===== src/design/alt_pkg.sv =====
// Shared types and constants for the assembly line tokenizer.
package alt_pkg;

  localparam logic [1:0] EV_TOKEN = 2'd0;
  localparam logic [1:0] EV_ERROR = 2'd1;
  localparam logic [1:0] EV_EMPTY = 2'd2;

  localparam logic [7:0] CH_SLASH = 8'h2f;
  localparam logic [7:0] CH_STAR  = 8'h2a;
  localparam logic [7:0] CH_SEMI  = 8'h3b;
  localparam logic [7:0] CH_COLON = 8'h3a;
  localparam logic [7:0] CH_COMMA = 8'h2c;
  localparam logic [7:0] CH_SPACE = 8'h20;
  localparam logic [7:0] CH_TAB   = 8'h09;

  typedef struct packed {
    logic [1:0] event_res;
    logic [7:0] token_start;
    logic [8:0] token_length;
    logic [8:0] error_column;
    logic       last_in_line;
  } res_t;

endpackage


===== src/design/assembly_line_tokenizer.sv =====
// Top level of the assembly line tokenizer.
// Takes one transaction per cycle while in_stall_o is low: a source byte or an
// end-of-line mark. The tokenizer state updates in the cycle of acceptance and
// any result reaches the output through a registered two-entry buffer, so input
// stays open while one result waits downstream; in_stall_o rises only when both
// buffer entries hold results. Sustained rate is one item per cycle while the
// output is not stalled; each item yields zero or one result.
module assembly_line_tokenizer #(
  parameter int LINE_COLUMNS = 256
) (
  input  logic       clk_i,
  input  logic       rst_ni,
  input  logic       in_valid_i,
  output logic       in_stall_o,
  input  logic       kind_i,
  input  logic [7:0] ch_i,
  output logic       out_valid_o,
  input  logic       out_stall_i,
  output logic [1:0] event_res_o,
  output logic [7:0] token_start_o,
  output logic [8:0] token_length_o,
  output logic [8:0] error_column_o,
  output logic       last_in_line_o
);

  logic          acc;
  logic          res_valid;
  logic          full;
  alt_pkg::res_t res;
  alt_pkg::res_t out_data;

  assign in_stall_o = full;
  assign acc        = in_valid_i && !full;

  alt_step #(
    .LINE_COLUMNS(LINE_COLUMNS)
  ) u_step (
    .clk_i      (clk_i),
    .rst_ni     (rst_ni),
    .acc_i      (acc),
    .kind_i     (kind_i),
    .ch_i       (ch_i),
    .res_valid_o(res_valid),
    .res_o      (res)
  );

  alt_obuf u_obuf (
    .clk_i      (clk_i),
    .rst_ni     (rst_ni),
    .push_i     (acc && res_valid),
    .push_data_i(res),
    .full_o     (full),
    .out_valid_o(out_valid_o),
    .out_data_o (out_data),
    .out_stall_i(out_stall_i)
  );

  assign event_res_o    = out_data.event_res;
  assign token_start_o  = out_data.token_start;
  assign token_length_o = out_data.token_length;
  assign error_column_o = out_data.error_column;
  assign last_in_line_o = out_data.last_in_line;

endmodule


===== src/design/alt_step.sv =====
// Per-byte tokenizer state and result logic.
module alt_step #(
  parameter int LINE_COLUMNS = 256
) (
  input  logic          clk_i,
  input  logic          rst_ni,
  input  logic          acc_i,
  input  logic          kind_i,
  input  logic [7:0]    ch_i,
  output logic          res_valid_o,
  output alt_pkg::res_t res_o
);

  localparam int CW = $clog2(LINE_COLUMNS + 1);

  localparam logic [1:0] CM_OUT   = 2'd0;
  localparam logic [1:0] CM_SLASH = 2'd1;
  localparam logic [1:0] CM_IN    = 2'd2;
  localparam logic [1:0] CM_STAR  = 2'd3;

  localparam logic [1:0] WC_NONE = 2'd0;
  localparam logic [1:0] WC_ONE  = 2'd1;
  localparam logic [1:0] WC_DONE = 2'd2;

  localparam logic [CW-1:0] COL_MAX = CW'(LINE_COLUMNS);

  logic [1:0]    comment_q, comment_d;
  logic [1:0]    words_q, words_d;
  logic [CW-1:0] tok_begin_q, tok_begin_d;
  logic [CW-1:0] col_q, col_d;
  logic          stopped_q, stopped_d;

  logic [CW:0]   col_inc;
  logic [CW:0]   diff;
  logic [CW:0]   diff_inc;
  logic [7:0]    c;
  logic          blank;
  logic          err;
  logic [8:0]    err_col;

  assign col_inc  = {1'b0, col_q} + (CW+1)'(1);
  assign diff     = {1'b0, col_q} - {1'b0, tok_begin_q};
  assign diff_inc = diff + (CW+1)'(1);

  always_comb begin
    comment_d   = comment_q;
    words_d     = words_q;
    tok_begin_d = tok_begin_q;
    col_d       = col_q;
    stopped_d   = stopped_q;
    res_valid_o = 1'b0;
    res_o       = '0;
    c           = ch_i;
    blank       = 1'b0;
    err         = 1'b0;
    err_col     = 9'(col_inc);

    if (kind_i) begin
      res_valid_o        = 1'b1;
      res_o.last_in_line = 1'b1;
      if (col_q > tok_begin_q) begin
        res_o.event_res    = alt_pkg::EV_TOKEN;
        res_o.token_start  = 8'(tok_begin_q);
        res_o.token_length = 9'(diff);
      end else begin
        res_o.event_res = alt_pkg::EV_EMPTY;
      end
      words_d     = WC_NONE;
      tok_begin_d = '0;
      col_d       = '0;
      stopped_d   = 1'b0;
    end else if (!stopped_q) begin
      if (col_q == COL_MAX) begin
        err     = 1'b1;
        err_col = 9'(LINE_COLUMNS);
      end else begin
        case (comment_q)
          CM_OUT: begin
            if (ch_i == alt_pkg::CH_SLASH) begin
              comment_d = CM_SLASH;
              c         = alt_pkg::CH_SPACE;
            end
          end
          CM_SLASH: begin
            if (ch_i != alt_pkg::CH_STAR) err = 1'b1;
            comment_d = CM_IN;
            c         = alt_pkg::CH_SPACE;
          end
          CM_IN: begin
            if (ch_i == alt_pkg::CH_STAR) comment_d = CM_STAR;
            c = alt_pkg::CH_SPACE;
          end
          default: begin
            comment_d = (ch_i == alt_pkg::CH_SLASH) ? CM_OUT : CM_IN;
            c         = alt_pkg::CH_SPACE;
          end
        endcase

        blank = (c <= alt_pkg::CH_SPACE) || c[7];

        if (!err) begin
          if (c == alt_pkg::CH_SEMI) begin
            stopped_d = 1'b1;
          end else if (blank) begin
            if (tok_begin_q != col_q) begin
              res_valid_o        = 1'b1;
              res_o.event_res    = alt_pkg::EV_TOKEN;
              res_o.token_start  = 8'(tok_begin_q);
              res_o.token_length = 9'(diff);
              if (words_q == WC_NONE) words_d = WC_ONE;
              else if (words_q == WC_ONE) words_d = WC_DONE;
            end
            tok_begin_d = CW'(col_inc);
            col_d       = CW'(col_inc);
          end else if (words_q == WC_DONE) begin
            err = 1'b1;
          end else if (c == alt_pkg::CH_COLON) begin
            res_valid_o        = 1'b1;
            res_o.event_res    = alt_pkg::EV_TOKEN;
            res_o.token_start  = 8'(tok_begin_q);
            res_o.token_length = 9'(diff_inc);
            words_d            = WC_DONE;
            tok_begin_d        = CW'(col_inc);
            col_d              = CW'(col_inc);
          end else if (c == alt_pkg::CH_COMMA) begin
            if (words_q == WC_NONE) begin
              err = 1'b1;
            end else begin
              res_valid_o        = 1'b1;
              res_o.event_res    = alt_pkg::EV_TOKEN;
              res_o.token_start  = 8'(tok_begin_q);
              res_o.token_length = 9'(diff);
              tok_begin_d        = CW'(col_inc);
              col_d              = CW'(col_inc);
            end
          end else begin
            col_d = CW'(col_inc);
          end
        end
      end

      if (err) begin
        comment_d          = CM_OUT;
        words_d            = words_q;
        tok_begin_d        = col_q;
        col_d              = col_q;
        stopped_d          = 1'b1;
        res_valid_o        = 1'b1;
        res_o              = '0;
        res_o.event_res    = alt_pkg::EV_ERROR;
        res_o.error_column = err_col;
      end
    end
  end

  always_ff @(posedge clk_i or negedge rst_ni) begin
    if (!rst_ni) begin
      comment_q   <= CM_OUT;
      words_q     <= WC_NONE;
      tok_begin_q <= '0;
      col_q       <= '0;
      stopped_q   <= 1'b0;
    end else if (acc_i) begin
      comment_q   <= comment_d;
      words_q     <= words_d;
      tok_begin_q <= tok_begin_d;
      col_q       <= col_d;
      stopped_q   <= stopped_d;
    end
  end

endmodule


===== src/design/alt_obuf.sv =====
// Two-entry result buffer: output register plus skid register.
module alt_obuf (
  input  logic          clk_i,
  input  logic          rst_ni,
  input  logic          push_i,
  input  alt_pkg::res_t push_data_i,
  output logic          full_o,
  output logic          out_valid_o,
  output alt_pkg::res_t out_data_o,
  input  logic          out_stall_i
);

  logic          out_valid_q;
  logic          skid_valid_q;
  alt_pkg::res_t out_q;
  alt_pkg::res_t skid_q;
  logic          slot_free;

  assign slot_free   = !out_valid_q || !out_stall_i;
  assign full_o      = skid_valid_q;
  assign out_valid_o = out_valid_q;
  assign out_data_o  = out_q;

  always_ff @(posedge clk_i or negedge rst_ni) begin
    if (!rst_ni) begin
      out_valid_q  <= 1'b0;
      skid_valid_q <= 1'b0;
    end else if (slot_free) begin
      if (skid_valid_q) begin
        out_valid_q  <= 1'b1;
        skid_valid_q <= 1'b0;
      end else begin
        out_valid_q <= push_i;
      end
    end else if (push_i) begin
      skid_valid_q <= 1'b1;
    end
  end

  always_ff @(posedge clk_i) begin
    if (slot_free) begin
      if (skid_valid_q) out_q <= skid_q;
      else if (push_i) out_q <= push_data_i;
    end else if (push_i) begin
      skid_q <= push_data_i;
    end
  end

endmodule


===== config.mk =====
export PLATFORM = sky130hd
export DESIGN_NAME = assembly_line_tokenizer
export DESIGN_NICKNAME = d
export VERILOG_FILES = /design/src/design/alt_pkg.sv /design/src/design/assembly_line_tokenizer.sv /design/src/design/alt_step.sv /design/src/design/alt_obuf.sv
export SDC_FILE = /design/constraint.sdc
export NUM_CORES = 1
export LEC_CHECK = 0
export BUFFER_PORTS_ARGS = -buffer_cell sky130_fd_sc_hd__buf_2
export CORE_MARGIN = 3
export CORE_UTILIZATION = 64
export DETAILED_ROUTE_END_ITERATION = 8
export PLACE_DENSITY_LB_ADDON = 0.08
export SYNTH_ARGS = -nofsm -noshare
export SYNTH_HDL_FRONTEND = slang
export SYNTH_SLANG_ARGS = --single-unit

===== constraint.sdc =====
create_clock -name clk_i -period 7.9 [get_ports clk_i]
set_input_delay 1.58 -clock clk_i [delete_from_list [all_inputs] [get_ports clk_i]]
set_output_delay 1.58 -clock clk_i [all_outputs]
set_load 0.01 [all_outputs]

==> summary.txt <==
Outcome
  • Status: completed

Setup path
  • CP delay by family, top: simple AND/OR/NAND/NOR gates
  • CP Class: in2reg
  • Crit Path Max Fanout: 9
  • Worst path required time: 8050 ps
  • FF-to-FF End: u_obuf.skid_q[16]$_DFFE_PP_
  • Worst Path Buf+Inv: 1
  • R2r setup slk: 4120 ps
  • Worst path cell trace: buf_2 > or4b_1 > or3_1 > a21oi_1 > nor2_1 > nor2_1 > a211oi_1 > o31ai_1
  • Worst r2r src: u_step.col_q[0]$_DFFE_PN0P_
  • Startpoint types: input port
  • Crit. End Element: flip-flop
  • Crit path top cell by count: nor2_1
  • Max incr delay on CP: 560 ps
  • Slowest CP cell: or4b_1
  • Worst reg-to-reg path cell count: 10
  • Crit path arrival time: 4340 ps

GRT
  • Gr busiest metal: met1
  • First-pass GRT wire length: 20000 microns
  • Gr usage total: 0.301
  • Vias in the first global route: 3820
  • Met2 GRT Util: 0.442
  • Pin count of the biggest net entering global routing: 40
  • Initial antenna violation count: 0
  • Met3 usage: 0.0634
  • GRT overflow: 0
  • Met1 Use GR: 0.443

Floorplan
  • Top Ports: 44
  • Chip height: 92.9 microns
  • Die area: 0.00863 sq mm
  • Core Region: 0.00729 sq mm
  • Rows: 31
  • Die X-Extent: 92.9 microns
  • Initial core utilization: 0.663

Min path
  • Hold Path Origin: u_step.tok_begin_q[8]$_DFFE_PN0P_
  • Worst min-delay path class: reg2reg
  • Hold path depth: 2
  • Worst hold endpoint: u_step.tok_begin_q[8]$_DFFE_PN0P_

Timing
  • Relative slew slack: 0.319
  • F_max: 239 MHz
  • Slew Limit Fails: 0
  • Minimum clock period: 4190 ps
  • RSZ-0062 raised after global routing: false
  • Final hold violation count: 0
  • Final TNS setup: 0 ps
  • Max Clock Skew: 9.39 ps
  • Least-Margin Pin Slew: 1020 ps
  • Setup slack after layout: 3710 ps
  • Tcrit/Tclk final: 0.530
  • Final Setup Violations: 0

Routing
  • Final wirelength: 11900 microns
  • Via density: 6.47
  • DR WL/cell: 18.9 microns
  • First drt pass iteration count: 5
  • Iter 0 DRT Violations: 521
  • Routed Antenna Nets: 0
  • Post-route DRC: 0
  • Via count: 4074

Synthesis
  • Multiplexer share of the synthesized area: 0.0254
  • Post-Synth Adder-Cell Area: 0.0482
  • Largest family of logic cells by synthesized area: compound AO/OA/AOI/OAI gates
  • Warnings from Yosys: 0
  • Post-synthesis cell count: 485
  • Xor-xnor portion of the synthesized cell area: 0.0145
  • Top_reg_cell synth: edfxtp_1
  • EDFF count, synth: 58
  • Mapped Avg Cell Area: 9.96 sq um
  • Complex-gate fraction of the synthesized area: 0.199
  • Netlist cell types: 71
  • Sequential share of the synthesized area: 0.490
  • Register bit count reported by yosys: 83
  • Simple-Gate Fraction of Synth Area: 0.183
  • Area of the mapped netlist: 0.00483 sq mm
  • Net Count, Synth: 516
  • Asr flop ratio synth: 0.301

Power and ir drop
  • Leak Pwr: 2.17 nW
  • PwrDens: 453 mW/mm^2
  • Peak supply drop: 374 uV

CTS
  • CTS root buf: clkbuf_8
  • H-tree levels: 3
  • CTS tree: yes
  • Reg clk slew, reported paths: 90 ps
  • TritonCTS buffer count: 9
  • Post-cts sizing count: 0
  • Worst-Skew Late Latency: 360 ps
  • Hold Buf Count CTS: 0
  • # clock sinks: 83
  • Post-CTS setup buffers: 0
  • Bufs on Longest Clock Path: 2

Layout
  • Fin area: 0.00535 sq mm
  • Seq. cell area: 0.00237 sq mm
  • Multi-input gate area: 0.00228 sq mm
  • Ant diodes: 0
  • Layout cells sized above 1: 0.156
  • Filler instances: 565
  • Fin nets: 557
  • P&R area growth vs syn: 10.7%
  • Final cell count without fillers: 630

Placement
  • Placed cell area: 0.00513 sq mm
  • Dpl ws: 3470 ps
  • Gpl congestion: 0.983
  • Port bufs: 43
  • Cells after DPL: 614
  • Detailed placer's ending HPWL: 8610 microns

Job
  • Maxcap violations: 0
==> flip-flops by register name, indices dropped and copies added, names as in the netlist <==
name                cells
u_obuf.full_o           1
u_obuf.out_data_o      29
u_obuf.out_valid_o      1
u_obuf.skid_q          29
u_step.col_q            9
u_step.comment_q        2
u_step.stopped_q        1
u_step.tok_begin_q      9
u_step.words_q          2
==> placed cells by master, fill, tap and decap left out, types with 5 or more instances in the layout <==
| cell | count |
|---|---|
| nand2_1 | 56 |
| and3_1 | 8 |
| nor2_1 | 28 |
| buf_2 | 43 |
| mux2_2 | 9 |
| o21ai_0 | 38 |
| o211ai_1 | 5 |
| nor2b_1 | 6 |
| a31oi_1 | 6 |
| nor4_1 | 5 |
| a21oi_1 | 20 |
| nand3_1 | 16 |
| a22oi_1 | 5 |
| dfrtp_1 | 25 |
| o21a_1 | 5 |
| edfxtp_1 | 58 |
| o31ai_1 | 10 |
| clkbuf_8 | 9 |
| nand2b_1 | 9 |
| inv_1 | 33 |
| xnor2_1 | 6 |
| ha_1 | 17 |
| o21ai_1 | 14 |
| nor3_1 | 6 |
==> layer usage <==
layer / wire length, microns / up-vias
met2: 5330 / 207
li1: - / 1890
met3: 1120 / 26
met1: 5170 / 1951
met4: 314 / 0
met5: 0 / -
==> layout make-up <==
cell class / count / area share
flip-flops and latches: 83 / 0.443
inverters: 33 / 0.0232
multi-input cells: 353 / 0.426
clock inverters: 6 / 0.0164
clock buffers: 10 / 0.0239
repair buffers: 46 / 0.0445
well taps: 99 / 0.0232
==> power breakdown <==
part	internal (mW)	total [mW]	switching [mW]
sequential	0.670	0.771	0.101
combinational	0.484	1.31	0.830
clock	0.179	0.339	0.160
total	1.33	2.42	1.09
==> worst max-delay path by stage <==
stage,from,depth (start not counted),endpoint
3_5_place_dp,ch_i[4],8,u_obuf.out_data_o[17]$_DFFE_PP_
4_1_cts,ch_i[4],8,u_obuf.out_data_o[17]$_DFFE_PP_
2_1_floorplan,ch_i[4],7,u_obuf.skid_q[0]$_DFFE_PP_
6_report,ch_i[4],8,u_obuf.out_data_o[17]$_DFFE_PP_
5_1_grt,kind_i,8,u_obuf.out_data_o[17]$_DFFE_PP_
3_3_place_gp,ch_i[4],8,u_obuf.out_data_o[17]$_DFFE_PP_
==> worst min-delay path, cell delays in order (launching register included) <==
cell and delay [ps]:
dfrtp_1 360, nand2_1 50, o21ai_0 60
==> logic make-up (layout without fill, tap and decap cells) <==
| kind of cell | after synthesis | count (layout) |
|---|---|---|
| xor gates and xnor gates | 8 | 8 |
| buffers and inverters | 49 | 95 |
| AOI/OAI and AO/OA | 147 | 147 |
| muxes | 11 | 11 |
| DFF | 83 | 83 |
| and+or+nand+nor | 169 | 169 |
| adders and majority gates | 18 | 18 |
==> metrics by stage <==
step / hold WS [ps] / total power, mW / utilization
finish: 508 / 2.42 / 0.733
global route: 558 / 2.60 / 0.733
global placement: 477 / 2.01 / 0.704
floorplan: 450 / 1.68 / -
CTS: 503 / 2.39 / 0.733
detailed placement: 484 / 2.05 / 0.704
==> synth_stat cells, types with 3 or more instances <==
| master | count | share of area |
|---|---|---|
| a211oi_1 | 3 | 0.0047 |
| o211ai_1 | 5 | 0.0078 |
| or2_2 | 4 | 0.0052 |
| a31oi_1 | 6 | 0.0078 |
| nand2_1 | 56 | 0.044 |
| nand3_1 | 16 | 0.017 |
| o21a_1 | 5 | 0.0078 |
| a22oi_1 | 5 | 0.0078 |
| o21ai_0 | 38 | 0.039 |
| nor4_1 | 5 | 0.0065 |
| mux2_2 | 9 | 0.021 |
| xnor2_1 | 6 | 0.011 |
| a21o_1 | 3 | 0.0047 |
| a22o_1 | 4 | 0.0072 |
| nand2b_1 | 9 | 0.012 |
| ha_1 | 17 | 0.044 |
| nor2b_1 | 6 | 0.0078 |
| inv_1 | 33 | 0.026 |
| and2_1 | 4 | 0.0052 |
| nor2_1 | 28 | 0.022 |
| o31ai_1 | 10 | 0.016 |
| and3_1 | 8 | 0.010 |
| a2bb2oi_1 | 4 | 0.0072 |
| o22ai_1 | 3 | 0.0039 |
| or4b_1 | 3 | 0.0062 |
| o21ai_1 | 14 | 0.015 |
| nor3_1 | 7 | 0.0072 |
| a21oi_1 | 21 | 0.022 |
| dfrtp_1 | 25 | 0.13 |
| clkbuf_1 | 13 | 0.010 |
| edfxtp_1 | 58 | 0.36 |
Note: power is estimated with default switching activity, not from simulation.
